<file path="src/rtl/ryc_pkg.sv">
`timescale 1ns / 1ps
// ryc_pkg: widths, default precision and conversion weights of the rgb to ycbcr block
// no dependencies; taken in by the channel interfaces and the top level

package ryc_pkg;

  localparam int PIXEL_W           = 8;
  localparam int FRAC_BITS_DEFAULT = 2;

  // jpeg weights in units of 1/10000
  localparam int WE4_Y_R  = 2990;
  localparam int WE4_Y_G  = 5870;
  localparam int WE4_Y_B  = 1140;
  localparam int WE4_CB_R = 1687;
  localparam int WE4_CB_G = 3313;
  localparam int WE4_CB_B = 5000;
  localparam int WE4_CR_R = 5000;
  localparam int WE4_CR_G = 4187;
  localparam int WE4_CR_B = 813;
  localparam int WE4_ONE  = 10000;

  localparam int CHROMA_OFFSET = 128;
  localparam int PIXEL_MAX     = 255;

endpackage

</file>
<file path="src/rtl/ryc_rgb_if.sv">
`timescale 1ns / 1ps
// ryc_rgb_if: valid/ready channel carrying one rgb pixel
// depends on ryc_pkg

interface ryc_rgb_if import ryc_pkg::*; ();

  logic               valid;
  logic               ready;
  logic [PIXEL_W-1:0] red;
  logic [PIXEL_W-1:0] green;
  logic [PIXEL_W-1:0] blue;

  modport source (output valid, output red, output green, output blue, input ready);
  modport sink   (input valid, input red, input green, input blue, output ready);

endinterface

</file>
<file path="src/rtl/ryc_ycc_if.sv">
`timescale 1ns / 1ps
// ryc_ycc_if: valid/ready channel carrying one y, cb, cr pixel
// depends on ryc_pkg

interface ryc_ycc_if import ryc_pkg::*; ();

  logic               valid;
  logic               ready;
  logic [PIXEL_W-1:0] luma;
  logic [PIXEL_W-1:0] chroma_blue;
  logic [PIXEL_W-1:0] chroma_red;

  modport source (output valid, output luma, output chroma_blue, output chroma_red,
                  input ready);
  modport sink   (input valid, input luma, input chroma_blue, input chroma_red,
                  output ready);

endinterface

</file>
<file path="src/rtl/rgb_to_ycbcr_fixed_point.sv">
`timescale 1ns / 1ps
// rgb_to_ycbcr_fixed_point: four-stage pipelined jpeg rgb to ycbcr converter
// depends on ryc_pkg, ryc_rgb_if and ryc_ycc_if

// Converts one 8-bit RGB pixel per clock, while the output does not stall, into
// full-range Y, Cb, Cr. The nine weights are rounded to FRAC_BITS fractional
// bits at elaboration; each weighted sum is divided by 2^FRAC_BITS truncating
// toward zero, chroma gets +128 and every channel saturates to 0..255. There
// are four register stages (products, sums, scaling with offset, saturation),
// and a new pixel is taken every cycle while the output does not stall. Each
// stage holds only while it is full and the stage after it cannot move, so a
// stall on the output fills bubbles before the input is held.

module rgb_to_ycbcr_fixed_point import ryc_pkg::*; #(
  parameter int FRAC_BITS = FRAC_BITS_DEFAULT
) (
  input  logic     clk,
  input  logic     rst,
  ryc_rgb_if.sink  rgb,
  ryc_ycc_if.source ycbcr
);

  localparam int WW = FRAC_BITS + 1;
  localparam int PW = FRAC_BITS + PIXEL_W;
  localparam int SW = FRAC_BITS + PIXEL_W + 3;
  localparam int QW = SW - FRAC_BITS;

  localparam int HALF = WE4_ONE / 2;

  localparam int WI_Y_R  = ((WE4_Y_R  << FRAC_BITS) + HALF) / WE4_ONE;
  localparam int WI_Y_G  = ((WE4_Y_G  << FRAC_BITS) + HALF) / WE4_ONE;
  localparam int WI_Y_B  = ((WE4_Y_B  << FRAC_BITS) + HALF) / WE4_ONE;
  localparam int WI_CB_R = ((WE4_CB_R << FRAC_BITS) + HALF) / WE4_ONE;
  localparam int WI_CB_G = ((WE4_CB_G << FRAC_BITS) + HALF) / WE4_ONE;
  localparam int WI_CB_B = ((WE4_CB_B << FRAC_BITS) + HALF) / WE4_ONE;
  localparam int WI_CR_R = ((WE4_CR_R << FRAC_BITS) + HALF) / WE4_ONE;
  localparam int WI_CR_G = ((WE4_CR_G << FRAC_BITS) + HALF) / WE4_ONE;
  localparam int WI_CR_B = ((WE4_CR_B << FRAC_BITS) + HALF) / WE4_ONE;

  localparam logic [WW-1:0] W_Y_R  = WW'(WI_Y_R);
  localparam logic [WW-1:0] W_Y_G  = WW'(WI_Y_G);
  localparam logic [WW-1:0] W_Y_B  = WW'(WI_Y_B);
  localparam logic [WW-1:0] W_CB_R = WW'(WI_CB_R);
  localparam logic [WW-1:0] W_CB_G = WW'(WI_CB_G);
  localparam logic [WW-1:0] W_CB_B = WW'(WI_CB_B);
  localparam logic [WW-1:0] W_CR_R = WW'(WI_CR_R);
  localparam logic [WW-1:0] W_CR_G = WW'(WI_CR_G);
  localparam logic [WW-1:0] W_CR_B = WW'(WI_CR_B);

  localparam logic signed [QW-1:0] Q_OFFSET = QW'(CHROMA_OFFSET);
  localparam logic signed [QW-1:0] Q_MAX    = QW'(PIXEL_MAX);

  typedef logic [PW-1:0]        prod_t;
  typedef logic signed [SW-1:0] sum_t;
  typedef logic signed [QW-1:0] quot_t;

  logic v1, v2, v3, v4;
  logic adv1, adv2, adv3, adv4;

  prod_t p_y_r, p_y_g, p_y_b;
  prod_t p_cb_r, p_cb_g, p_cb_b;
  prod_t p_cr_r, p_cr_g, p_cr_b;

  sum_t s_y, s_cb, s_cr;
  sum_t s_y_next, s_cb_next, s_cr_next;

  quot_t q_y, q_cb, q_cr;
  quot_t q_y_next, q_cb_next, q_cr_next;

  logic [PIXEL_W-1:0] o_y, o_cb, o_cr;

  // stage handshake
  assign adv4 = !v4 || ycbcr.ready;
  assign adv3 = !v3 || adv4;
  assign adv2 = !v2 || adv3;
  assign adv1 = !v1 || adv2;

  assign rgb.ready         = adv1;
  assign ycbcr.valid       = v4;
  assign ycbcr.luma        = o_y;
  assign ycbcr.chroma_blue = o_cb;
  assign ycbcr.chroma_red  = o_cr;

  function automatic prod_t mul_w(input logic [PIXEL_W-1:0] pix, input logic [WW-1:0] w);
    return PW'(PW'(pix) * PW'(w));
  endfunction

  function automatic sum_t ext(input prod_t p);
    return signed'(SW'(p));
  endfunction

  // divide by 2^FRAC_BITS toward zero
  function automatic quot_t scale(input sum_t s, input quot_t offs);
    quot_t fl;
    logic  corr;
    fl   = QW'(s >>> FRAC_BITS);
    corr = s[SW-1] && (|s[FRAC_BITS-1:0]);
    return fl + offs + QW'({1'b0, corr});
  endfunction

  function automatic logic [PIXEL_W-1:0] sat(input quot_t q);
    logic [PIXEL_W-1:0] r;
    if (q < 0) begin
      r = '0;
    end else if (q > Q_MAX) begin
      r = PIXEL_W'(PIXEL_MAX);
    end else begin
      r = q[PIXEL_W-1:0];
    end
    return r;
  endfunction

  always_comb begin
    s_y_next  = ext(p_y_r) + ext(p_y_g) + ext(p_y_b);
    s_cb_next = ext(p_cb_b) - ext(p_cb_r) - ext(p_cb_g);
    s_cr_next = ext(p_cr_r) - ext(p_cr_g) - ext(p_cr_b);
    q_y_next  = scale(s_y, '0);
    q_cb_next = scale(s_cb, Q_OFFSET);
    q_cr_next = scale(s_cr, Q_OFFSET);
  end

  // valid bits
  always_ff @(posedge clk) begin
    if (rst) begin
      v1 <= 1'b0;
      v2 <= 1'b0;
      v3 <= 1'b0;
      v4 <= 1'b0;
    end else begin
      if (adv1) v1 <= rgb.valid;
      if (adv2) v2 <= v1;
      if (adv3) v3 <= v2;
      if (adv4) v4 <= v3;
    end
  end

  // payload
  always_ff @(posedge clk) begin
    if (adv1) begin
      p_y_r  <= mul_w(rgb.red,   W_Y_R);
      p_y_g  <= mul_w(rgb.green, W_Y_G);
      p_y_b  <= mul_w(rgb.blue,  W_Y_B);
      p_cb_r <= mul_w(rgb.red,   W_CB_R);
      p_cb_g <= mul_w(rgb.green, W_CB_G);
      p_cb_b <= mul_w(rgb.blue,  W_CB_B);
      p_cr_r <= mul_w(rgb.red,   W_CR_R);
      p_cr_g <= mul_w(rgb.green, W_CR_G);
      p_cr_b <= mul_w(rgb.blue,  W_CR_B);
    end
    if (adv2) begin
      s_y  <= s_y_next;
      s_cb <= s_cb_next;
      s_cr <= s_cr_next;
    end
    if (adv3) begin
      q_y  <= q_y_next;
      q_cb <= q_cb_next;
      q_cr <= q_cr_next;
    end
    if (adv4) begin
      o_y  <= sat(q_y);
      o_cb <= sat(q_cb);
      o_cr <= sat(q_cr);
    end
  end

endmodule

</file>
<file path="src/flat_wrapper.sv">
// flat-port wrapper written by rule: the top's interface ports become plain ports
module rgb_to_ycbcr_fixed_point_flat import ryc_pkg::*;
#(
  parameter int FRAC_BITS = FRAC_BITS_DEFAULT
)
  (clk, rst, rgb_valid, rgb_red, rgb_green, rgb_blue, rgb_ready, ycbcr_valid, ycbcr_luma, ycbcr_chroma_blue, ycbcr_chroma_red, ycbcr_ready);
  ryc_rgb_if rgb_i ();
  ryc_ycc_if ycbcr_i ();
  input  logic clk;
  input  logic rst;
  input wire logic [$bits(rgb_i.valid)-1:0] rgb_valid;
  input wire logic [$bits(rgb_i.red)-1:0] rgb_red;
  input wire logic [$bits(rgb_i.green)-1:0] rgb_green;
  input wire logic [$bits(rgb_i.blue)-1:0] rgb_blue;
  output wire logic [$bits(rgb_i.ready)-1:0] rgb_ready;
  output wire logic [$bits(ycbcr_i.valid)-1:0] ycbcr_valid;
  output wire logic [$bits(ycbcr_i.luma)-1:0] ycbcr_luma;
  output wire logic [$bits(ycbcr_i.chroma_blue)-1:0] ycbcr_chroma_blue;
  output wire logic [$bits(ycbcr_i.chroma_red)-1:0] ycbcr_chroma_red;
  input wire logic [$bits(ycbcr_i.ready)-1:0] ycbcr_ready;
  assign rgb_i.valid = rgb_valid;
  assign rgb_i.red = rgb_red;
  assign rgb_i.green = rgb_green;
  assign rgb_i.blue = rgb_blue;
  assign rgb_ready = rgb_i.ready;
  assign ycbcr_valid = ycbcr_i.valid;
  assign ycbcr_luma = ycbcr_i.luma;
  assign ycbcr_chroma_blue = ycbcr_i.chroma_blue;
  assign ycbcr_chroma_red = ycbcr_i.chroma_red;
  assign ycbcr_i.ready = ycbcr_ready;
  rgb_to_ycbcr_fixed_point #(.FRAC_BITS(FRAC_BITS)) u_core (.clk(clk), .rst(rst), .rgb(rgb_i), .ycbcr(ycbcr_i));
endmodule
</file>
<file path="config.mk">
export PLATFORM = sky130hd
export DESIGN_NAME = rgb_to_ycbcr_fixed_point_flat
export DESIGN_NICKNAME = d
export VERILOG_FILES = /design/src/rtl/ryc_pkg.sv /design/src/rtl/ryc_rgb_if.sv /design/src/rtl/ryc_ycc_if.sv /design/src/rtl/rgb_to_ycbcr_fixed_point.sv /design/src/flat_wrapper.sv
export SDC_FILE = /design/constraint.sdc
export NUM_CORES = 1
export LEC_CHECK = 0
export BUFFER_PORTS_ARGS = -buffer_cell sky130_fd_sc_hd__buf_2
export CORE_MARGIN = 5
export CORE_UTILIZATION = 45
export CTS_BUF_LIST = sky130_fd_sc_hd__clkbuf_4
export DETAILED_ROUTE_END_ITERATION = 8
export GPL_ROUTABILITY_DRIVEN = 0
export RECOVER_POWER = 50
export SETUP_SLACK_MARGIN = 0.3
export SYNTH_ARGS = -nofsm -noshare
export SYNTH_HDL_FRONTEND = slang
export SYNTH_SLANG_ARGS = --single-unit
</file>
<file path="constraint.sdc">
create_clock -name clk -period 3.3 [get_ports clk]
set_clock_uncertainty 0.05 [all_clocks]
set_input_delay 0.66 -clock clk [delete_from_list [all_inputs] [get_ports clk]]
set_output_delay 0.66 -clock clk [all_outputs]
set_load 0.01 [all_outputs]
</file>
======== Word-level counts from Yosys, hierarchy flattened ========
Cells that the tools add are included.
cells by class
  add/sub/neg operators ................... 9
  order comparisons ....................... 6
  multiplexer cells ....................... 3
  reductions and logical operators ........ 14
operators with widths
  kind                                                            count
  adder 11 x 1 -> 11 bit                                          3
  greater-than comparator 11 x 9 -> 1 bit, second input constant  3
  less-than comparator 11 x 1 -> 1 bit, second input constant     3
  two-way mux 8 bit                                               3
  adder 11 x 8 -> 11 bit, second input constant                   2
  subtractor 13 x 9 -> 13 bit                                     1
  adder 8 x 9 -> 10 bit                                           1
  subtractor 9 x 8 -> 10 bit                                      1
  subtractor 9 x 9 -> 10 bit                                      1
  OR reduction 2 bit                                              3
  logical NOT 1 bit                                               4
  logical OR 1 bit                                                4
  logical AND 1 bit                                               3
storage, ports and cells
  register bits after elaboration ......... 124

======== Logic depth before layout (Yosys ltp) ========
  depth in word-level cells ............... 5
  gate-level depth with buffers ........... 14

======== Worst setup path after synthesis ========
Ideal clock, no wire load.
  path type ............................... reg2reg
  from .................................... reg, netlist name u_core.p_cr_r[2]
  to ...................................... reg u_core.s_cb[9], data pin
  library setup time ...................... 0.135 ns
  arrival time ............................ 2.727 ns
  setup slack ............................. 0.387 ns
  cell stages (with the launch flop) ...... 15
  buffers on the path ..................... 0
  path through ............................ edfxtp_1 > inv_1 > ha_1 > nor2b_1 > o31a_1 > o21ai_2 > nor2b_1 > xnor2_1 > ha_1 > o21ai_0 > nand2b_1 > a21oi_1 > a21oi_1 > a2111o_1 > nand3_1
RTL lines
  element                 line                             RTL
  end signal: assignment  rgb_to_ycbcr_fixed_point.sv:152  s_cb <= s_cb_next;
  end: declaration        rgb_to_ycbcr_fixed_point.sv:64   sum_t s_y, s_cb, s_cr;

======== Worst setup path in the final report ========
  from .................................... reg u_core.p_cb_b[1]
  to ...................................... reg u_core.s_cb[9], data pin
on the way
  cells in the longest elaborated chain, start to end .. 2
RTL lines
  element                      line                             RTL
  start: declaration           rgb_to_ycbcr_fixed_point.sv:61   prod_t p_cb_r, p_cb_g, p_cb_b;
  start signal: assignment     rgb_to_ycbcr_fixed_point.sv:145  p_cb_b <= mul_w(rgb.blue, W_CB_B);
  subtractor 9 x 8 -> 10 bit   rgb_to_ycbcr_fixed_point.sv:115  s_cb_next = ext(p_cb_b) - ext(p_cb_r) - ext(p_cb_g);
  subtractor 13 x 9 -> 13 bit  rgb_to_ycbcr_fixed_point.sv:115
  via u_core.s_cb_next[9]      rgb_to_ycbcr_fixed_point.sv:65   sum_t s_y_next, s_cb_next, s_cr_next;
The timed path passes the listed nets, and every way through them passes these cells.
A chain may end at the register's enable or synchronous reset.

==> flow_summary.ini <==
[setup_path]
worstSetupStartpointType = flip-flop
crit_type = reg2reg
worst_ep_required_time_ns = 3.60
cp-end-kind = flip-flop
worstPathArrival_ns = 3.28
path_max_fanout = 4

[cts]
htree_levels = 3
clk_latency_ns = 0.47
cts_num_sinks = 110
cts_root_buf = clkbuf_4
postCtsHoldBufs = 0
cts_tree = done
numCtsBuffers = 9
clk_path_buf_depth = 2
clk_pin_slew_ns = 0.17

[yosys]
async_flop_share_pct = 0
synth_top_area_share_pct = 63.0
synth_ff_type = edfxtp_1
ys_ff_latch = 110
syn_inst = 380
syn_area_mm2 = 0.00505
netlist_top_cells_count = 106 x edfxtp_1, 53 x nor2_1, 32 x ha_1
syn_nets = 444
synth_most_common_cell = edfxtp_1
ys_types = 40
yosysTopAreaCell = edfxtp_1
synth_edf_count = 106
synthTopCellsByArea = edfxtp_1 63%, ha_1 7.9%, nor2_1 3.9%, xnor2_1 3.8%, xor2_1 2.1%
ys_seq_area_share_pct = 64.6
synth.avg_cell_area_um2 = 13.3
synth_warnings = 0

[routing]
drtPass1Iterations = 4
vias = 2909
drtIter0Drc = 106
wl_per_cell_um = 13.6
wl_um = 7950
ant_nets = 0
remaining_drc_errors = 0
routed_via_density = 4.96

[timing]
max_slew_margin_pct = -4.33
period_needed_ns = 2.98
max_clock_freq_mhz = 335
rsz0062_at_grt = yes
slew_violations = 60
fin_crit_sh_pct = 90.4
setup_violations = 0
timing_hold_violations_final = 0
timing.setup.tns_ns = 0
worst_slew_pin_slew_ns = 1.56

[run_status]
status = complete, but fails checks
violations = max-capacitance violations, max-slew violations

[power]
seq_power_share_pct = 61.1
combinationalPowerShare_pct = 20.3
powerDensity_mw_per_mm2 = 591
leakage_nw = 2.33
irDropWorstVdd_mv = 0.311
total_power_mw = 3.35
swShare_pct = 28.0
internal-power_mw = 2.41
p_clk_share_pct = 18.6
p_sw_uw = 939

[placement]
dp_hpwl_um = 6070
numPortBuffers = 53
placed_area_mm2 = 0.00547
dp_cells = 564

[global_routing]
grt_pass1_wl_um = 13300
grtUsageTotal_pct = 12.9
grt_pass1_vias = 2861
gr-total-overflow = 0
antenna_found_initial = 0
grt_max_degree = 30

[die]
fp-row-count = 38
die-area_mm2 = 0.0134
die_w_um = 116
io-pin-count = 54
coreArea_mm2 = 0.0109
start_util_pct = 46.2
die_h_um = 116

[final_layout]
stdcell_area_mm2 = 0.00567
area_growth_pct = 12.3
nNetsFinal = 505
final_cell_count_no_fill = 586
n_antenna_cell = 0
drive_above_1_share_pct = 20.4

[flow_run]
drv_cap = 2

[hold_path]
min_path_type = in2reg
[per-layer routing]
metal / share of wire (%) / track usage (%) / up-vias
li1: - / - / 1470
met1: 45 / 15.9 / 1367
met2: 48 / 21.6 / 56
met3: 4.3 / 2.51 / 16
met4: 2.5 / 6.73 / 0
met5: 0 / 0 / -
[power groups by stage]
stage               clock network, mW  registers (mW)  logic [mW]
floorplan                           0            2.09       0.441
detailed placement                  0            2.09       0.659
finish                          0.622            2.05       0.681
CTS                             0.649            2.05       0.676
global route                    0.707            2.09       0.777
global placement                    0            2.08       0.649
[kinds of logic (layout without fill, tap and decap cells)]
| family | count (synthesis) | count (layout) | share of synthesized area (%) |
|---|---|---|---|
| compound gates | 65 | 65 | 8.05 |
| flops | 110 | 110 | 64.6 |
| other cells | 1 | 1 | 0.0743 |
| xor+xnor | 35 | 35 | 6.22 |
| fa+ha+maj | 36 | 36 | 9.51 |
| buf+inv | 38 | 104 | 2.82 |
| simple gates | 95 | 95 | 8.70 |
[critical path, cell delays in order, from the launching register on]
cell      delay [ns]
edfxtp_1        0.47
ha_1            0.32
nor2b_1         0.14
o31a_1          0.26
o21ai_2         0.19
nor2b_4         0.17
xnor2_1         0.12
ha_1            0.27
o21ai_2         0.12
nand2b_1        0.09
a21oi_2         0.17
a21oi_2         0.07
a2111o_1        0.36
nand3_1         0.10
[per-stage QoR]
step | hold slack [ns] | worst slack (ns) | utilization [%]
floorplan | 0.350 | 0.387 | -
global placement | 0.354 | 0.233 | 50.0
detailed placement | 0.355 | 0.102 | 50.0
CTS | 0.260 | 0.307 | 51.6
global route | 0.247 | 0.128 | 51.8
finish | 0.301 | 0.316 | 51.8
[cells in the final DEF, fill, tap and decap left out, drive strengths merged, types with 3 or more instances in the layout]
cell	count
fa	4
o21bai	3
buf	60
clkbuf	12
a21boi	3
nand2	7
a21o	5
nand3	8
o21a	6
xnor2	23
nor2b	10
a211oi	4
o21ai	22
xor2	12
inv	29
dfxtp	4
a21oi	17
ha	32
edfxtp	106
nor2	53
and3	5
[state kept, by name (all words and copies together) (netlist names)]
signal,cells
u_core.s_cb,13
u_core.q_cb,11
u_core.q_cr,10
u_core.p_cb_b,8
u_core.p_cr_r,8
u_core.p_y_g,8
u_core.q_y,8
u_core.s_cr,8
u_core.s_y,8
u_core.ycbcr.chroma_blue,8
u_core.ycbcr.chroma_red,8
u_core.ycbcr.luma,8
u_core.v1,1
u_core.v2,1
u_core.v3,1
u_core.ycbcr.valid,1
[final cells by class]
| cell class | count | area, um^2 |
|---|---|---|
| clock inverter | 6 | 52.6 |
| timing repair buffer | 62 | 325 |
| inverter | 26 | 97.6 |
| fill | 956 | 5270 |
| tap | 140 | 175 |
| clock buffer | 10 | 75.1 |
| multi-input combinational | 232 | 1680 |
| sequential | 110 | 3260 |
[final timing paths]
kind	cells past startpoint	slack [ns]	startpoint	end
setup / recovery	13	0.32	u_core.p_cb_b[1]	u_core.s_cb[9]
hold / removal	1	0.30	rgb_green[7]	u_core.p_y_g[8]
hold reg to reg	0	0.38	u_core.s_y[2]	u_core.q_y[0]
setup reg to reg	13	0.32	u_core.p_cb_b[1]	u_core.s_cb[9]
[what timing repair did]
action / 4_1_cts / 5_1_grt
gates resized for setup: 5 / 9
setup endpoints to repair: 4 / 6
buffers inserted: 4 / 2
endpoints found under the hold margin: 0 / 0
pin swaps: 1 / 4
Note: power is estimated with default switching activity, not from simulation.
